$ cat src/hdl/tjs_pkg.sv
// Shared types, constants and helper functions for the two-link joint solver.
// No dependencies; used by every module of the block.
package tjs_pkg;

  localparam int POS_W   = 24;
  localparam int ANG_W   = 18;
  localparam int CFG_W   = 11;
  localparam int CFGI_W  = 3;
  localparam int SQ_W    = 60;
  localparam int RT_W    = 30;
  localparam int CX_W    = 34;
  localparam int ACC_W   = 26;
  localparam int TAB_W   = 22;
  localparam int TABLE_LEN = 24;
  localparam int NRM_W   = 40;

  localparam logic [CFGI_W-1:0] CFG_UPPER = 3'd0;
  localparam logic [CFGI_W-1:0] CFG_LOWER = 3'd1;
  localparam logic [CFGI_W-1:0] CFG_RMIN  = 3'd2;
  localparam logic [CFGI_W-1:0] CFG_RMAX  = 3'd3;
  localparam logic [CFGI_W-1:0] CFG_SCALE = 3'd4;
  localparam logic [CFGI_W-1:0] CFG_GAIN  = 3'd5;

  localparam logic [9:0]  RST_UPPER = 10'd215;
  localparam logic [9:0]  RST_LOWER = 10'd160;
  localparam logic [10:0] RST_RMIN  = 11'd100;
  localparam logic [10:0] RST_RMAX  = 11'd350;
  localparam logic [5:0]  RST_SCALE = 6'd10;
  localparam logic [3:0]  RST_GAIN  = 4'd3;

  localparam logic [1:0] DIR_NONE  = 2'd0;
  localparam logic [1:0] DIR_MINUS = 2'd1;
  localparam logic [1:0] DIR_PLUS  = 2'd2;

  // horizontal distance clamp, Q.8
  localparam logic [23:0] HORIZ_MIN = 24'd2560;
  localparam logic [23:0] HORIZ_MAX = 24'd256000;
  // 90 and 270 degrees in Q.16
  localparam logic signed [ACC_W-1:0] DEG90  = 26'sd5898240;
  localparam logic signed [27:0]      DEG270 = 28'sd17694720;

  typedef enum logic [4:0] {
    OP_NONE, OP_LOAD, OP_GAIN, OP_SQX, OP_SQZ, OP_SQY, OP_SUM, OP_CMUL,
    OP_CCLAMP, OP_HCLAMP, OP_BB, OP_CC, OP_BC, OP_AB, OP_ABW, OP_ACLOAD,
    OP_NORM, OP_MD, OP_MM, OP_ACSQ, OP_ACCOR, OP_ACSTORE, OP_EL, OP_OUT
  } op_t;

  typedef struct packed {
    op_t  op;
    logic gamma;
  } cmd_t;

  typedef struct packed {
    logic sqrt_done;
    logic cordic_done;
    logic norm_done;
  } stat_t;

  // atan(2^-i) in degrees Q.16, rounded
  function automatic logic [TAB_W-1:0] atan_q16(input logic [4:0] idx);
    logic [TAB_W-1:0] v;
    case (idx)
      5'd0:  v = 22'd2949120;
      5'd1:  v = 22'd1740967;
      5'd2:  v = 22'd919879;
      5'd3:  v = 22'd466945;
      5'd4:  v = 22'd234379;
      5'd5:  v = 22'd117304;
      5'd6:  v = 22'd58666;
      5'd7:  v = 22'd29335;
      5'd8:  v = 22'd14668;
      5'd9:  v = 22'd7334;
      5'd10: v = 22'd3667;
      5'd11: v = 22'd1833;
      5'd12: v = 22'd917;
      5'd13: v = 22'd458;
      5'd14: v = 22'd229;
      5'd15: v = 22'd115;
      5'd16: v = 22'd57;
      5'd17: v = 22'd29;
      5'd18: v = 22'd14;
      5'd19: v = 22'd7;
      5'd20: v = 22'd4;
      5'd21: v = 22'd2;
      5'd22: v = 22'd1;
      default: v = 22'd0;
    endcase
    return v;
  endfunction

  function automatic logic [POS_W-1:0] sat24(input logic signed [63:0] v);
    logic [POS_W-1:0] r;
    if (v > 64'sd8388607) r = 24'h7FFFFF;
    else if (v < -64'sd8388608) r = 24'h800000;
    else r = v[POS_W-1:0];
    return r;
  endfunction

endpackage

$ cat src/hdl/tjs_ctrl.sv
// Sequencer for the joint solver: walks the datapath through one word.
// Depends on tjs_pkg for command and status types.
module tjs_ctrl (
  input  logic           clk,
  input  logic           rst_n,
  input  logic           in_valid,
  output logic           in_stall,
  output logic           out_valid,
  input  logic           out_stall,
  input  tjs_pkg::stat_t stat,
  output tjs_pkg::cmd_t  cmd
);

  typedef enum logic [4:0] {
    S_IDLE, S_GAIN, S_SQX, S_SQZ, S_SQY, S_SUM, S_RW1, S_CMUL, S_CCLAMP,
    S_RW2, S_HCLAMP, S_BB, S_CC, S_BC, S_AB, S_ABW, S_AC_LOAD, S_AC_NORM,
    S_AC_MD, S_AC_MM, S_AC_SQ, S_AC_SQW, S_AC_COR, S_AC_CORW, S_EL, S_ELW,
    S_DONE
  } state_t;

  state_t state_r, state_nxt;
  logic   gamma_r, gamma_nxt;
  logic   out_valid_r, out_valid_nxt;

  assign in_stall  = (state_r != S_IDLE);
  assign out_valid = out_valid_r;

  always_comb begin
    state_nxt     = state_r;
    gamma_nxt     = gamma_r;
    out_valid_nxt = out_valid_r && out_stall;
    cmd.op        = tjs_pkg::OP_NONE;
    cmd.gamma     = gamma_r;
    case (state_r)
      S_IDLE: if (in_valid) begin
        cmd.op    = tjs_pkg::OP_LOAD;
        gamma_nxt = 1'b0;
        state_nxt = S_GAIN;
      end
      S_GAIN:   begin cmd.op = tjs_pkg::OP_GAIN;   state_nxt = S_SQX;    end
      S_SQX:    begin cmd.op = tjs_pkg::OP_SQX;    state_nxt = S_SQZ;    end
      S_SQZ:    begin cmd.op = tjs_pkg::OP_SQZ;    state_nxt = S_SQY;    end
      S_SQY:    begin cmd.op = tjs_pkg::OP_SQY;    state_nxt = S_SUM;    end
      S_SUM:    begin cmd.op = tjs_pkg::OP_SUM;    state_nxt = S_RW1;    end
      S_RW1:    if (stat.sqrt_done) state_nxt = S_CMUL;
      S_CMUL:   begin cmd.op = tjs_pkg::OP_CMUL;   state_nxt = S_CCLAMP; end
      S_CCLAMP: begin cmd.op = tjs_pkg::OP_CCLAMP; state_nxt = S_RW2;    end
      S_RW2:    if (stat.sqrt_done) state_nxt = S_HCLAMP;
      S_HCLAMP: begin cmd.op = tjs_pkg::OP_HCLAMP; state_nxt = S_BB;     end
      S_BB:     begin cmd.op = tjs_pkg::OP_BB;     state_nxt = S_CC;     end
      S_CC:     begin cmd.op = tjs_pkg::OP_CC;     state_nxt = S_BC;     end
      S_BC:     begin cmd.op = tjs_pkg::OP_BC;     state_nxt = S_AB;     end
      S_AB:     begin cmd.op = tjs_pkg::OP_AB;     state_nxt = S_ABW;    end
      S_ABW:    begin cmd.op = tjs_pkg::OP_ABW;    state_nxt = S_AC_LOAD; end
      S_AC_LOAD: begin cmd.op = tjs_pkg::OP_ACLOAD; state_nxt = S_AC_NORM; end
      S_AC_NORM: begin
        if (stat.norm_done) state_nxt = S_AC_MD;
        else cmd.op = tjs_pkg::OP_NORM;
      end
      S_AC_MD:  begin cmd.op = tjs_pkg::OP_MD;     state_nxt = S_AC_MM;  end
      S_AC_MM:  begin cmd.op = tjs_pkg::OP_MM;     state_nxt = S_AC_SQ;  end
      S_AC_SQ:  begin cmd.op = tjs_pkg::OP_ACSQ;   state_nxt = S_AC_SQW; end
      S_AC_SQW: if (stat.sqrt_done) state_nxt = S_AC_COR;
      S_AC_COR: begin cmd.op = tjs_pkg::OP_ACCOR;  state_nxt = S_AC_CORW; end
      S_AC_CORW: if (stat.cordic_done) begin
        cmd.op = tjs_pkg::OP_ACSTORE;
        if (gamma_r) state_nxt = S_EL;
        else begin
          gamma_nxt = 1'b1;
          state_nxt = S_AC_LOAD;
        end
      end
      S_EL:     begin cmd.op = tjs_pkg::OP_EL;     state_nxt = S_ELW;    end
      S_ELW:    if (stat.cordic_done) state_nxt = S_DONE;
      S_DONE: if (!(out_valid_r && out_stall)) begin
        cmd.op        = tjs_pkg::OP_OUT;
        out_valid_nxt = 1'b1;
        state_nxt     = S_IDLE;
      end
      default: state_nxt = S_IDLE;
    endcase
  end

  always_ff @(posedge clk) begin
    if (!rst_n) begin
      state_r     <= S_IDLE;
      gamma_r     <= 1'b0;
      out_valid_r <= 1'b0;
    end else begin
      state_r     <= state_nxt;
      gamma_r     <= gamma_nxt;
      out_valid_r <= out_valid_nxt;
    end
  end

endmodule

$ cat config.mk
export PLATFORM = sky130hd
export DESIGN_NAME = tjs_ctrl
export DESIGN_NICKNAME = d
export VERILOG_FILES = /design/src/hdl/tjs_pkg.sv /design/src/hdl/tjs_ctrl.sv
export SDC_FILE = /design/constraint.sdc
export NUM_CORES = 1
export LEC_CHECK = 0
export ABC_AREA = 1
export BUFFER_PORTS_ARGS = -buffer_cell sky130_fd_sc_hd__buf_2
export CAP_MARGIN = 0
export CORE_MARGIN = 2
export CORE_UTILIZATION = 55
export DETAILED_ROUTE_END_ITERATION = 10
export GPL_TIMING_DRIVEN = 0
export PLACE_DENSITY = 0.78
export SKIP_LAST_GASP = 1
export SLEW_MARGIN = 30
export SYNTH_ARGS = -nofsm -noshare
export SYNTH_HDL_FRONTEND = slang
export SYNTH_SLANG_ARGS = --single-unit
$ cat constraint.sdc
create_clock -name clk -period 1.57 [get_ports clk]
set_input_delay 0.0785 -clock clk [delete_from_list [all_inputs] [get_ports clk]]
set_output_delay 0.0785 -clock clk [all_outputs]
set_load 0.01 [all_outputs]
Word-level counts from Yosys, hierarchy flattened:

Index checks and enable logic that the tools add are counted.

* register bits after elaboration: 7
* latch bits: 0
* bits in writable memories: 0
* bits in read-only memories: 0
* bits of input ports: 7
* output and inout port bits: 8
* logic and storage cells: 62
* memories kept: 0

* add/sub/neg operators: 0
* $mul: 0
* div/mod/pow operators: 0
* order comparisons: 0
* equality and inequality tests: 34
* shift-type cells: 0
* multiplexer cells: 19
* bitwise gates (word level): 0
* reduce and logical (&&, ||, !) cells: 6

Operators with widths (number)
* 5-bit case mux with 27 select lines: 1
* 5-bit case mux with 23 select lines: 1
* 5-bit == test, second input constant: 11
* 5-bit two-way mux: 11
* 5-bit by 4-bit == test with 1-bit output, second input constant: 8
* 5-bit by 3-bit == test with 1-bit output, second input constant: 4
* 2-bit inequality test, second input constant: 8
* 5-bit by 2-bit == test with 1-bit output, second input constant: 2
* 8-bit AND reduction: 1
* 5-bit by 1-bit == test with 1-bit output, second input constant: 1
* 5-bit logical NOT: 1
* 5-bit nonzero test: 1
* 1-bit two-way mux: 4
* 4-bit two-way mux: 1
* 3-bit AND reduction: 1
* 1-bit case mux with 2 select lines: 1
* 2-bit nonzero test: 1
* 1-bit logical AND: 1

Depth between registers and ports, before layout:

* word-level depth: 3
* mapped depth: 11

Least setup slack after synthesis:

OpenSTA, ideal clock, no wires.

* kind: flip-flop to flip-flop
* start point: register state_r[3]
* end point: register state_r[3]
* library setup time: 66 ps
* arrival time: 1251 ps
* slack: 253 ps
* cell stages (with the launch flop): 10
* path buffers: 0
* clock period less this slack: 1317 ps
* cell sequence: dfxtp_1 -> nor2_2 -> inv_2 -> nor2_2 -> nand2_1 -> nand2_1 -> nor2_2 -> nand2_4 -> nand2_1 -> a21oi_2

* cells in the longest elaborated chain, start to end: 3

Ends and longest elaborated chain
* start: declaration: RTL line tjs_ctrl.sv:21 `state_t state_r, state_nxt;`
* start signal: assignment: RTL line tjs_ctrl.sv:90 `state_r <= state_nxt;`
* 5-bit == test (tied with other cells): RTL line tjs_ctrl.sv:34 `case (state_r)`
* 2-bit inequality test (no line)
* 8-bit AND reduction (no line)

Several ways; a longest one is shown, not always the timed one.
A chain may end at the register's enable or synchronous reset.

Final worst setup path:

* start point: register state_r[1]
* end point: register state_r[1]

The elaborated chain is that of the path after synthesis.

==> flow_summary.toml <==
[run_status]
outcome = "finished, violations left"
violations = "setup timing"

[detailed_routing]
routed_via_density = 6.448
vias = 1438
drc_errors = 0
drtAntennaViolNets = 0
dr.first_iter.drc_count = 129
drt_wl_total_um = 4042
wire_per_inst_um = 18.13
drt-pass1-iter-count = 5

[cells_and_area]
layout.nets = 215
drive_gt1_share_pct = 43.00
final_area_um2 = 1355
syn_to_final_growth_pct = 51.26
antenna_cells = 0
instances_no_fill = 223

[logic_synthesis]
ys_top_cells_by_area = "nand2_1 21%, dfxtp_1 16%, nor2_1 15%, nand3_1 11%, inv_1 5.0%"
async_flop_share_pct = 0
synth_area_per_cell_um2 = 5.301
synth_edf_count = 0
ys_warn_count = 0
synth_commonest_cells = "49 x nand2_1, 36 x nor2_1, 20 x nand3_1"
yosys.area.top_type_share_pct = 20.53
synth.most_common_cell = "nand2_1"
syn_area_um2 = 895.9
syn_nets = 176
ys.flop_type = "dfxtp_1"
synth-seq-cells = 7
synthesis.instances = 169
ys_seq_area_share_pct = 15.64
netlist.top_cell.by_area = "nand2_1"
yosys.cell_types.count = 23

[timing]
fin_crit_ns = 1.723
relSlewSlack_pct = 78.95
fmax_mhz = 580.3
finalHoldViolCount = 0
skew_ns = 0.002968
setup_violations = 10
maxSlewViolCount = 0
period_share_pct = 109.8
fin_tns_setup_ns = -0.9205
fin_ws_ns = -0.1531
rsz0062_at_grt = "yes"
tightest_slew_ns = 0.3146

[clocking]
cts_buffers = 3
htreeDepth = 1
clk_latency_ns = 0.25
clockBufferDepth = 2
cts_tree = "yes"
holdBufCountCts = 0
clk_pin_slew_ns = 0.05
cts_sinks = 7
cts-root-buf = "clkbuf_4"

[place]
dp.cells = 199
dp_hpwl_um = 2000
placed_cell_area_um2 = 985.9
portBuffers = 14
gp_congestion = 0.9727
pre_cts_ws_ns = 0.001514

[critical_path]
critPathMaxFanout = 9
reg2reg_depth = 12
rr_endpoint = "state_r[1]"
crit_arrival_ns = 1.86
r2r_slack_ns = -0.15
worstSetupStartpointType = "register"
startpoint = "state_r[1]"
rr_startpoint = "state_r[1]"
crit_path_end_kind = "register"
critical_path_class = "register to register"
cp.required_ns = 1.71

[power_and_ir_drop]
pwr-share-comb_pct = 74.1
p_sw_uw = 999.7
p_total_mw = 1.799
share_seq_of_total_power_pct = 17.2
p_per_area_nw_per_um2 = 1328
p_int_uw = 799.2
ir_worst_vdd_mv = 1.174
clkPwrFrac_pct = 8.7
p_leak_nw = 0.7001
swShare_pct = 55.57

[floorplanning]
dieArea_um2 = 1968
num_io_pins = 15
core_um2 = 1524
initial_core_util_pct = 58.78
rows = 14
die-height_um = 44.36
fp.dieW_um = 44.36

[hold_path]
holdPathStages = 3
hold_start = "rst_n"
hold_path_class = "primary input to register"
hold_end = "state_r[0]"

[grt]
antenna_found_initial = 0
grt_pass1_vias = 1072
gr-usage-all-layers_pct = 30.86
grt_first_pass_wirelength_um = 4554
overflow = 0
grt_max_degree = 10

[run]
cap_violations = 0
placed cells by master, fill, tap and decap left out, drive strengths merged, types with 2 or more instances in the layout:
| cell | synthesis | routed |
|---|---|---|
| a21oi | 6 | 6 |
| buf | 2 | 36 |
| clkbuf | 1 | 5 |
| dfxtp | 7 | 7 |
| inv | 16 | 16 |
| nand2 | 53 | 53 |
| nand3 | 22 | 22 |
| nand3b | 2 | 2 |
| nand4 | 2 | 2 |
| nor2 | 44 | 44 |
| nor3 | 4 | 4 |
| o21ai | 7 | 7 |
what timing repair did:
| action | CTS | global route |
|---|---|---|
| pin swaps | 4 | 11 |
| buffers inserted | 5 | 14 |
| resized for setup | 30 | 28 |
| gates cloned | 1 | 0 |
| setup endpoints to repair | 7 | 10 |
metrics by stage:
| stage | hold WS [ns] | utilization (%) |
|---|---|---|
| after global placement | 0.3481 | 64.70 |
| final | 0.1022 | 88.92 |
| after global routing | 0.09910 | 88.92 |
| after detailed placement | 0.3557 | 64.70 |
| after CTS | 0.09610 | 74.79 |
| after floorplan | 0.1989 | - |
how the worst max path moves through the flow:
| stage | end | cells past startpoint |
|---|---|---|
| floorplan | state_r[3] | 9 |
| global placement | state_r[3] | 9 |
| detailed placement | state_r[3] | 9 |
| CTS | cmd[1] | 8 |
| global route | state_r[1] | 12 |
| finish | state_r[1] | 12 |
registers in the layout (all words and copies together), names as in the netlist:
signal	flops
gamma_r	1
out_valid	1
state_r	5
cells by family (layout without fill, tap and decap cells):
family          Yosys count  count (layout)  share of synthesized area, %
flops                     7               7                         15.64
compound gates           13              13                         8.101
simple gates            129             129                         65.92
buf+inv                  20              58                         10.33
power groups by stage:
stage / registers [mW] / logic, mW / clock network, mW
after floorplan: 0.258 / 0.688 / 0
final: 0.310 / 1.33 / 0.157
after global placement: 0.267 / 0.919 / 0
after global routing: 0.312 / 1.42 / 0.169
after detailed placement: 0.271 / 0.918 / 0
after CTS: 0.299 / 1.02 / 0.157
layer usage:
layer | vias to the layer above | global-route usage (%) | share of wire, %
met5 | - | 0 | 0
met4 | 0 | 15.15 | 7.0
met3 | 45 | 3.265 | 14
met2 | 158 | 50.00 | 44
met1 | 615 | 40.65 | 35
li1 | 620 | - | -
worst max-delay path: stages, from the launching register on:
cell and delay [ns]:
dfxtp_1 0.30, buf_6 0.15, inv_4 0.06, buf_4 0.10, nand2_1 0.06, nor2_1 0.28, nand2_1 0.12, nand2_1 0.15
nor2_4 0.05, nand2_4 0.10, nand2_1 0.09, nand2_1 0.09, nor2_1 0.05
layout make-up:
type / instances / area [um^2]
plain buffers: 3 / 33.78
clock buffers: 4 / 26.28
fillers: 69 / 168.9
inverters: 17 / 77.57
multi-input cells: 142 / 818.3
flip-flops and latches: 7 / 155.1
well taps: 16 / 20.02
repair buffers: 34 / 224.0
Power figures use the tool's default switching activity.
